===== src/rtl/core/mbp_pkg.sv =====
// Shared types, constants and codes of the multipart body parser.
package mbp_pkg;

    localparam int MAX_DELIMITER_DEF = 32;
    localparam int OFFSET_BITS_DEF   = 32;

    localparam int DELIM_BYTES = 32;
    localparam int DIDX_W      = $clog2(DELIM_BYTES);
    localparam int MIN_DELIM   = 3;

    localparam int CFG_LEN_W  = 6;
    localparam int CFG_DATA_W = 64;
    localparam int CFG_IDX_W  = 3;

    localparam logic [CFG_IDX_W-1:0] CFG_DELIM_LEN = 3'd0;
    localparam logic [CFG_IDX_W-1:0] CFG_DELIM_W0  = 3'd1;
    localparam logic [CFG_IDX_W-1:0] CFG_DELIM_W1  = 3'd2;
    localparam logic [CFG_IDX_W-1:0] CFG_DELIM_W2  = 3'd3;
    localparam logic [CFG_IDX_W-1:0] CFG_DELIM_W3  = 3'd4;

    localparam int EV_W = 3;
    localparam logic [EV_W-1:0] EV_NONE      = 3'd0;
    localparam logic [EV_W-1:0] EV_HDR_BYTE  = 3'd1;
    localparam logic [EV_W-1:0] EV_LINE_DONE = 3'd2;
    localparam logic [EV_W-1:0] EV_PART_DONE = 3'd3;
    localparam logic [EV_W-1:0] EV_STOPPED   = 3'd4;

    localparam int PH_W = 3;
    localparam logic [PH_W-1:0] PH_SEEK     = 3'd0;
    localparam logic [PH_W-1:0] PH_END_CR   = 3'd1;
    localparam logic [PH_W-1:0] PH_END_LF   = 3'd2;
    localparam logic [PH_W-1:0] PH_HEADERS  = 3'd3;
    localparam logic [PH_W-1:0] PH_HDR_LF   = 3'd4;
    localparam logic [PH_W-1:0] PH_BLANK_LF = 3'd5;
    localparam logic [PH_W-1:0] PH_DATA     = 3'd6;
    localparam logic [PH_W-1:0] PH_STOPPED  = 3'd7;

    localparam logic [7:0] CH_CR    = 8'h0D;
    localparam logic [7:0] CH_LF    = 8'h0A;
    localparam logic [7:0] CH_COLON = 8'h3A;

    localparam int SEARCH_W = 6;
    localparam logic [SEARCH_W-1:0] SEARCH_MAX = 6'd63;

    localparam int RES_OFS_W  = 32;
    localparam int OUT_DATA_W = 72;
    localparam int OUT_USER_W = 4;

    typedef logic [7:0] byte_t;

    typedef struct packed {
        logic [EV_W-1:0]      ev_code;
        byte_t                header_char;
        logic                 in_value;
        logic [RES_OFS_W-1:0] data_start;
        logic [RES_OFS_W-1:0] data_end;
    } result_t;

endpackage


===== src/rtl/core/mbp_cell.sv =====
// One window cell: holds one recent byte and compares the byte entering it.
module mbp_cell
(
    input  logic          clk,
    input  logic          rst_n,
    input  logic          shift_en,
    input  mbp_pkg::byte_t left_byte,
    input  mbp_pkg::byte_t ref_byte,
    input  logic          in_use,
    output mbp_pkg::byte_t held_byte,
    output logic          hit
);
    import mbp_pkg::*;

    byte_t held_reg;
    byte_t held_next;

    // The compare looks at the byte this cell will hold after the shift.
    assign hit       = !in_use || (left_byte == ref_byte);
    assign held_next = shift_en ? left_byte : held_reg;
    assign held_byte = held_reg;

    always_ff @(posedge clk or negedge rst_n)
    begin
        if (!rst_n)
        begin
            held_reg <= '0;
        end
        else
        begin
            held_reg <= held_next;
        end
    end

endmodule


===== src/rtl/core/mbp_window.sv =====
// Row of window cells that shifts the body bytes and matches the delimiter.
module mbp_window
#(
    parameter int MAX_DELIMITER = mbp_pkg::MAX_DELIMITER_DEF
)
(
    input  logic                                     clk,
    input  logic                                     rst_n,
    input  logic                                     shift_en,
    input  mbp_pkg::byte_t                           new_byte,
    input  logic [mbp_pkg::CFG_LEN_W-1:0]            active_len,
    input  logic [mbp_pkg::DELIM_BYTES*8-1:0]        delim_flat,
    output logic                                     match
);
    import mbp_pkg::*;

    byte_t                    held [MAX_DELIMITER];
    logic [MAX_DELIMITER-1:0] hits;

    for (genvar k = 0; k < MAX_DELIMITER; k++)
    begin : g_cell
        byte_t                left_byte;
        byte_t                ref_byte;
        logic [CFG_LEN_W-1:0] ref_idx;
        logic                 in_use;

        if (k == 0)
        begin : g_head
            assign left_byte = new_byte;
        end
        else
        begin : g_body
            assign left_byte = held[k-1];
        end

        // Cell k holds the k-th newest byte, which lines up with delimiter
        // byte (length - 1 - k).
        assign ref_idx  = active_len - CFG_LEN_W'(1) - CFG_LEN_W'(k);
        assign in_use   = CFG_LEN_W'(k) < active_len;
        assign ref_byte = delim_flat[8*ref_idx[DIDX_W-1:0] +: 8];

        mbp_cell u_cell
        (
            .clk       (clk),
            .rst_n     (rst_n),
            .shift_en  (shift_en),
            .left_byte (left_byte),
            .ref_byte  (ref_byte),
            .in_use    (in_use),
            .held_byte (held[k]),
            .hit       (hits[k])
        );
    end

    assign match = &hits;

endmodule


===== src/rtl/core/multipart_body_parser_core.sv =====
// Top level of the multipart body parser: phase control, offsets and result register.
//
// Channel   Dir  Handshake          Payload
// s_        in   s_tvalid/s_tready  s_tdata: body byte
// m_        out  m_tvalid/m_tready  m_tdata: header char, data start/end; m_tuser: event, in_value
// cfg_      in   cfg_we             cfg_index, cfg_wdata
//
// One body byte is taken per cycle while s_tready is high; its result item is registered and shown in the next cycle.
// The delimiter window compares all cells in parallel, so each byte is
// matched in the cycle it is accepted. A single output register holds the result;
// s_tready drops only while that register is full and m_tready is low.
// Reset clears the window, phase, offsets and delimiter words; the length resets to MIN_DELIM.
module multipart_body_parser_core
#(
    parameter int MAX_DELIMITER = mbp_pkg::MAX_DELIMITER_DEF,
    parameter int OFFSET_BITS   = mbp_pkg::OFFSET_BITS_DEF
)
(
    input  logic                                clk,
    input  logic                                rst_n,
    input  logic                                s_tvalid,
    output logic                                s_tready,
    input  logic [7:0]                          s_tdata,   // [7:0] body_byte
    output logic                                m_tvalid,
    input  logic                                m_tready,
    // [7:0] header_char, [39:8] data_start, [71:40] data_end
    output logic [mbp_pkg::OUT_DATA_W-1:0]      m_tdata,
    output logic [mbp_pkg::OUT_USER_W-1:0]      m_tuser,   // [2:0] event_res, [3] in_value
    input  logic                                cfg_we,
    input  logic [mbp_pkg::CFG_IDX_W-1:0]       cfg_index,
    input  logic [mbp_pkg::CFG_DATA_W-1:0]      cfg_wdata
);
    import mbp_pkg::*;

    logic [CFG_LEN_W-1:0]  len_reg,   len_next;
    logic [CFG_DATA_W-1:0] word0_reg, word0_next;
    logic [CFG_DATA_W-1:0] word1_reg, word1_next;
    logic [CFG_DATA_W-1:0] word2_reg, word2_next;
    logic [CFG_DATA_W-1:0] word3_reg, word3_next;

    logic [PH_W-1:0]        phase_reg,  phase_next;
    logic [SEARCH_W-1:0]    search_reg, search_next;
    logic                   empty_reg,  empty_next;
    logic                   colon_reg,  colon_next;
    logic [OFFSET_BITS-1:0] offset_reg, offset_next;
    logic [OFFSET_BITS-1:0] begin_reg,  begin_next;

    logic    out_valid_reg, out_valid_next;
    result_t out_res_reg,   out_res_next;

    logic                   accept;
    logic [CFG_LEN_W-1:0]   active_len;
    logic                   match;
    logic                   seen;
    byte_t                  b;
    result_t                res;
    logic [OFFSET_BITS-1:0] end_ofs;

    assign b        = s_tdata;
    assign s_tready = !out_valid_reg || m_tready;
    assign accept   = s_tvalid && s_tready;

    always_comb
    begin
        active_len = len_reg;
        if (active_len < CFG_LEN_W'(MIN_DELIM))
        begin
            active_len = CFG_LEN_W'(MIN_DELIM);
        end
        if (active_len > CFG_LEN_W'(MAX_DELIMITER))
        begin
            active_len = CFG_LEN_W'(MAX_DELIMITER);
        end
    end

    // Configuration writes.
    always_comb
    begin
        len_next   = len_reg;
        word0_next = word0_reg;
        word1_next = word1_reg;
        word2_next = word2_reg;
        word3_next = word3_reg;
        if (cfg_we)
        begin
            unique case (cfg_index)
                CFG_DELIM_LEN: len_next   = cfg_wdata[CFG_LEN_W-1:0];
                CFG_DELIM_W0:  word0_next = cfg_wdata;
                CFG_DELIM_W1:  word1_next = cfg_wdata;
                CFG_DELIM_W2:  word2_next = cfg_wdata;
                CFG_DELIM_W3:  word3_next = cfg_wdata;
                default:       len_next   = len_reg;
            endcase
        end
    end

    mbp_window #(.MAX_DELIMITER(MAX_DELIMITER)) u_window
    (
        .clk        (clk),
        .rst_n      (rst_n),
        .shift_en   (accept),
        .new_byte   (b),
        .active_len (active_len),
        .delim_flat ({word3_reg, word2_reg, word1_reg, word0_reg}),
        .match      (match)
    );

    // A match counts only when every delimiter byte came in during this search.
    assign seen    = match &&
                     (({1'b0, search_reg} + (SEARCH_W+1)'(1)) >= {1'b0, active_len});
    assign end_ofs = offset_reg - OFFSET_BITS'(active_len) - OFFSET_BITS'(1);

    always_comb
    begin
        phase_next  = phase_reg;
        search_next = search_reg;
        empty_next  = empty_reg;
        colon_next  = colon_reg;
        begin_next  = begin_reg;
        offset_next = offset_reg;
        res         = '0;
        res.ev_code = EV_NONE;

        if (accept)
        begin
            offset_next = offset_reg + OFFSET_BITS'(1);
            unique case (phase_reg)
                PH_SEEK, PH_DATA:
                begin
                    if (seen)
                    begin
                        if (phase_reg == PH_DATA)
                        begin
                            res.ev_code    = EV_PART_DONE;
                            res.data_start = RES_OFS_W'(begin_reg);
                            res.data_end   = RES_OFS_W'(end_ofs);
                        end
                        phase_next = PH_END_CR;
                    end
                    else if (search_reg < SEARCH_MAX)
                    begin
                        search_next = search_reg + SEARCH_W'(1);
                    end
                end
                PH_END_CR:
                begin
                    phase_next = (b == CH_CR) ? PH_END_LF : PH_STOPPED;
                end
                PH_END_LF:
                begin
                    if (b == CH_LF)
                    begin
                        phase_next = PH_HEADERS;
                        empty_next = 1'b1;
                        colon_next = 1'b0;
                    end
                    else
                    begin
                        phase_next = PH_STOPPED;
                    end
                end
                PH_HEADERS:
                begin
                    if (b == CH_CR)
                    begin
                        phase_next = empty_reg ? PH_BLANK_LF : PH_HDR_LF;
                    end
                    else
                    begin
                        res.ev_code     = EV_HDR_BYTE;
                        res.header_char = b;
                        res.in_value    = colon_reg;
                        if (b == CH_COLON)
                        begin
                            colon_next = 1'b1;
                        end
                        empty_next = 1'b0;
                    end
                end
                PH_HDR_LF:
                begin
                    if (b == CH_LF)
                    begin
                        res.ev_code = EV_LINE_DONE;
                        phase_next  = PH_HEADERS;
                        empty_next  = 1'b1;
                        colon_next  = 1'b0;
                    end
                    else
                    begin
                        phase_next = PH_STOPPED;
                    end
                end
                PH_BLANK_LF:
                begin
                    if (b == CH_LF)
                    begin
                        phase_next  = PH_DATA;
                        begin_next  = offset_reg + OFFSET_BITS'(1);
                        search_next = '0;
                    end
                    else
                    begin
                        phase_next = PH_STOPPED;
                    end
                end
                default:
                begin
                    phase_next = PH_STOPPED;
                end
            endcase

            if (phase_next == PH_STOPPED)
            begin
                res         = '0;
                res.ev_code = EV_STOPPED;
            end
        end
    end

    assign out_valid_next = accept || (out_valid_reg && !m_tready);
    assign out_res_next   = accept ? res : out_res_reg;

    always_ff @(posedge clk or negedge rst_n)
    begin
        if (!rst_n)
        begin
            len_reg       <= CFG_LEN_W'(MIN_DELIM);
            word0_reg     <= '0;
            word1_reg     <= '0;
            word2_reg     <= '0;
            word3_reg     <= '0;
            phase_reg     <= PH_SEEK;
            search_reg    <= '0;
            empty_reg     <= 1'b1;
            colon_reg     <= 1'b0;
            offset_reg    <= '0;
            begin_reg     <= '0;
            out_valid_reg <= 1'b0;
        end
        else
        begin
            len_reg       <= len_next;
            word0_reg     <= word0_next;
            word1_reg     <= word1_next;
            word2_reg     <= word2_next;
            word3_reg     <= word3_next;
            phase_reg     <= phase_next;
            search_reg    <= search_next;
            empty_reg     <= empty_next;
            colon_reg     <= colon_next;
            offset_reg    <= offset_next;
            begin_reg     <= begin_next;
            out_valid_reg <= out_valid_next;
        end
    end

    always_ff @(posedge clk)
    begin
        out_res_reg <= out_res_next;
    end

    assign m_tvalid = out_valid_reg;
    assign m_tdata  = {out_res_reg.data_end, out_res_reg.data_start, out_res_reg.header_char};
    assign m_tuser  = {out_res_reg.in_value, out_res_reg.ev_code};

endmodule


===== config.mk =====
export PLATFORM = sky130hd
export DESIGN_NAME = multipart_body_parser_core
export DESIGN_NICKNAME = d
export VERILOG_FILES = /design/src/rtl/core/mbp_pkg.sv /design/src/rtl/core/mbp_cell.sv /design/src/rtl/core/mbp_window.sv /design/src/rtl/core/multipart_body_parser_core.sv
export SDC_FILE = /design/constraint.sdc
export NUM_CORES = 2
export LEC_CHECK = 0
export BUFFER_PORTS_ARGS = -buffer_cell sky130_fd_sc_hd__buf_4
export CAP_MARGIN = 20
export CORE_UTILIZATION = 35
export CTS_BUF_LIST = sky130_fd_sc_hd__clkbuf_8
export CTS_CLUSTER_SIZE = 12
export DETAILED_ROUTE_END_ITERATION = 8
export HOLD_SLACK_MARGIN = 0.05
export SYNTH_ARGS = -nofsm -noshare
export SYNTH_HDL_FRONTEND = slang
export SYNTH_SLANG_ARGS = --single-unit
export TNS_END_PERCENT = 20

===== constraint.sdc =====
create_clock -name clk -period 12.6 [get_ports clk]
set_clock_uncertainty 0.05 [all_clocks]
set_input_delay 2.52 -clock clk [delete_from_list [all_inputs] [get_ports clk]]
set_output_delay 2.52 -clock clk [all_outputs]
set_load 0.005 [all_outputs]

==> impl_metrics.env <==
export IMPL_status="finished, final reports clean"
export IMPL_antenna_found_initial=22
export IMPL_drv_cap=0
export IMPL_drt_initial_drc_count=7268
export IMPL_place_area_um2=53600
export IMPL_clock_sinks=662
export IMPL_synth_seq_cells=662
export IMPL_cts_setup_buffers=0
export IMPL_grt_pass1_wl_mm=360
export IMPL_cts_buffers=117
export IMPL_dieHeight_um=382
export IMPL_drive_gt1_share_pct=18.2
export IMPL_overflow=0
export IMPL_htree_num_levels=3
export IMPL_firstDrtPassIters=6
export IMPL_synthCells=5548
export IMPL_finalHoldViolations=0
export IMPL_grt_pass1_vias=44787
export IMPL_max_freq_mhz=111
export IMPL_min_period_over_period_pct=71.6
export IMPL_synth_fp_nets=5654
export IMPL_ant_nets=0
export IMPL_rows=138
export IMPL_design_die_area_um2=146000
export IMPL_power_leakage_uw=0.0237
export IMPL_reg2reg_slack_ns=3.58
export IMPL_setup_viol=0
export IMPL_holdWs_ns=0.412
export IMPL_fin_nets=5620
export IMPL_path_class="register to register"
export IMPL_rsz0062_at_grt="no"
export IMPL_final_max_slew_viol_count=0
export IMPL_routedWlPerCell_um=34.7
export IMPL_holdCritStartpoint="begin_reg[1]"
export IMPL_slew_headroom_pct=7.13
export IMPL_p_per_area_nw_per_um2=304
export IMPL_core_um2=142000
export IMPL_routed_via_density=6.50
export IMPL_min_path_cells=2
export IMPL_ys_types=94
export IMPL_ys_top_cells_by_area="dfrtp_1 (29%), mux4_2 (8.5%), nand2_1 (7.6%)"
export IMPL_die_w_um=382
export IMPL_ys_warn_count=0
export IMPL_worst_ep_arrival_time_ns=9.74
export IMPL_worstMarginPinSlew_ns=1.39
export IMPL_yosysSeqAreaShare_pct=33.6
export IMPL_min_path_type="register to register"
export IMPL_syn_area_um2=50500
export IMPL_largest_register_ffs=248
export IMPL_worstSkewPairLatency_ns=0.94
export IMPL_clkSlewWorstSetupHoldPaths_ns=0.07
export IMPL_grt_max_degree=195
export IMPL_synth_area_leader_cell="dfrtp_1"
export IMPL_synth_top_cell_area_share_pct=28.9
export IMPL_place_congestion=1.14
export IMPL_cts_tree="built"
export IMPL_hold_path_endpoint="begin_reg[1]"
export IMPL_clockRootBuffer="clkbuf_8"
export IMPL_wirelength_mm=260
export IMPL_reg2reg_depth=19
export IMPL_r2r_start="len_reg[5]"
export IMPL_area_delta_synth_final_pct=11.5
export IMPL_r2r_end="m_tdata[44]"
export IMPL_port_buffer_count=157
export IMPL_startpoint_type="register"
export IMPL_num_vias=48819
export IMPL_dp_hpwl_mm=199
export IMPL_cts_hold_buf=0
export IMPL_ios=158
export IMPL_syn_area_per_cell_um2=9.10
export IMPL_initial_core_util_pct=35.5
export IMPL_finalCriticalPeriod_ns=9.02
export IMPL_synth_edff_count=76
export IMPL_fin_area_um2=56300
export IMPL_crit_path_max_fanout=65
export IMPL_end_kind="register"
export IMPL_drcViolationCount=0
export IMPL_critical_path_required_ns=13.32
export IMPL_clk_path_buf_depth=3
export IMPL_synth_main_ff_cell="dfrtp_1"
export IMPL_postSynth_asyncResetShare_pct=88.5
export IMPL_vdd_drop_max_uv=157
export IMPL_ctsResizeCount=0
export IMPL_tns_ns=0
export IMPL_grt_util_all_layers_pct=34.9
final cells by class:
cell class / instances / area, µm²
well taps: 1890 / 2360
multi-input cells: 4372 / 31800
repair buffers: 290 / 2250
fillers: 14230 / 86000
flip-flops and latches: 662 / 17000
diodes: 12 / 30.0
inverters: 71 / 280
clock inverters: 80 / 758
clock buffers: 136 / 1870
cell usage in the layout (no fill, tap or decap), drive strengths merged, types with 37 or more instances in the layout:
| cell | synthesis | routed |
|---|---|---|
| nand3 | 114 | 114 |
| mux2i | 168 | 168 |
| a221oi | 37 | 37 |
| buf | 108 | 287 |
| clkbuf | 335 | 139 |
| nor2 | 182 | 182 |
| nand2 | 1023 | 1023 |
| mux4 | 191 | 191 |
| a211oi | 57 | 57 |
| a2111oi | 67 | 67 |
| a22oi | 168 | 168 |
| a21oi | 218 | 218 |
| edfxtp | 76 | 76 |
| nor3 | 95 | 95 |
| clkinv | 4 | 42 |
| dfrtp | 583 | 583 |
| o21ai | 336 | 336 |
| xnor2 | 304 | 304 |
| nor4 | 66 | 66 |
| nor2b | 71 | 71 |
| nand4 | 48 | 48 |
| and2 | 125 | 125 |
| xor2 | 236 | 236 |
| mux2 | 256 | 256 |
| inv | 67 | 96 |
| nand2b | 61 | 61 |
| and3 | 45 | 45 |
critical path, stage by stage, from the launching register on:
cell and delay (ns):
dfrtp_4 0.68, buf_4 0.65, nor2b_2 0.13, nor2_4 0.80
ha_4 0.59, ha_1 0.24, buf_4 0.31, clkinv_1 0.40
nor3_2 0.65, or2_1 0.66, mux4_2 0.63, xnor2_1 0.21
nand4_1 0.16, nor3_1 0.26, o32ai_1 0.15, or4_1 0.60
or4_1 0.61, nor4_4 0.28, buf_4 0.47, nor3b_1 0.26
cells in the mapped netlist (15+ instances only):
cell	instances
a22oi_1	168
o21ai_0	335
xor2_1	236
edfxtp_1	76
a31oi_1	32
nand2b_1	61
xnor2_1	303
mux4_2	191
inv_1	65
nand4_1	48
nand2_1	1023
a22o_1	30
mux2_2	256
buf_1	47
a221o_1	15
a211oi_1	57
a311o_1	15
o2111ai_1	15
nor4_1	62
dfrtp_1	583
mux2i_1	168
nor2_1	179
o211ai_1	34
a311oi_1	22
nor3_1	92
and2_1	124
nand3_1	114
ha_1	25
clkbuf_1	335
o22ai_1	16
and3_1	45
a21boi_0	17
nor2b_1	71
a2111oi_0	67
or4_1	16
buf_2	46
a221oi_1	35
o32a_1	15
a21oi_1	218
a21o_1	33
or3_1	15
or2_2	20
cells by family (layout without fill, tap and decap cells):
group | after synthesis | count (layout) | synth area share [%]
XOR/XNOR | 540 | 540 | 9.38
AO/OA/AOI/OAI | 1267 | 1267 | 17.0
AND/OR/NAND/NOR | 1924 | 1924 | 17.7
other | 0 | 12 | 0
multiplexers | 615 | 615 | 17.6
adder cells (fa/ha/maj) | 26 | 26 | 0.659
buffers and inverters | 514 | 577 | 4.09
flip-flops | 662 | 662 | 33.6
power by group:
group	internal, µW	leakage (µW)	switching [µW]	total [µW]
Clock	1210	0.00144	1060	2270
Sequential	2520	0.00829	803	3320
Combinational	3900	0.0139	7610	11500
layer usage:
layer | track usage [%] | up-vias | share of wire, %
met5 | 0 | - | 0.026
met4 | 20.0 | 10 | 7.0
met3 | 11.0 | 712 | 12
met2 | 50.1 | 3522 | 41
met1 | 45.9 | 24379 | 40
li1 | - | 20196 | -
through the flow:
step | power (µW) | worst slack [ns] | instances | utilization (%)
floorplan | 9620 | 6.01 | 5548 | -
global placement | 14300 | 3.91 | 7280 | 37.7
detailed placement | 14200 | 3.89 | 7280 | 37.7
CTS | 16600 | 3.92 | 7496 | 39.5
global route | 17400 | 3.41 | 7506 | 39.5
finish | 17100 | 3.58 | 7513 | 39.6
worst max-delay path by stage:
stage | startpoint | to | depth (start not counted)
floorplan | len_reg[4] | m_tdata[15] | 28
global placement | len_reg[5] | m_tdata[45] | 20
detailed placement | len_reg[5] | m_tdata[44] | 19
CTS | len_reg[5] | m_tdata[44] | 19
global route | len_reg[5] | search_reg[0] | 19
finish | len_reg[5] | m_tdata[44] | 19
No activity file was read; power rests on OpenSTA's default activity.
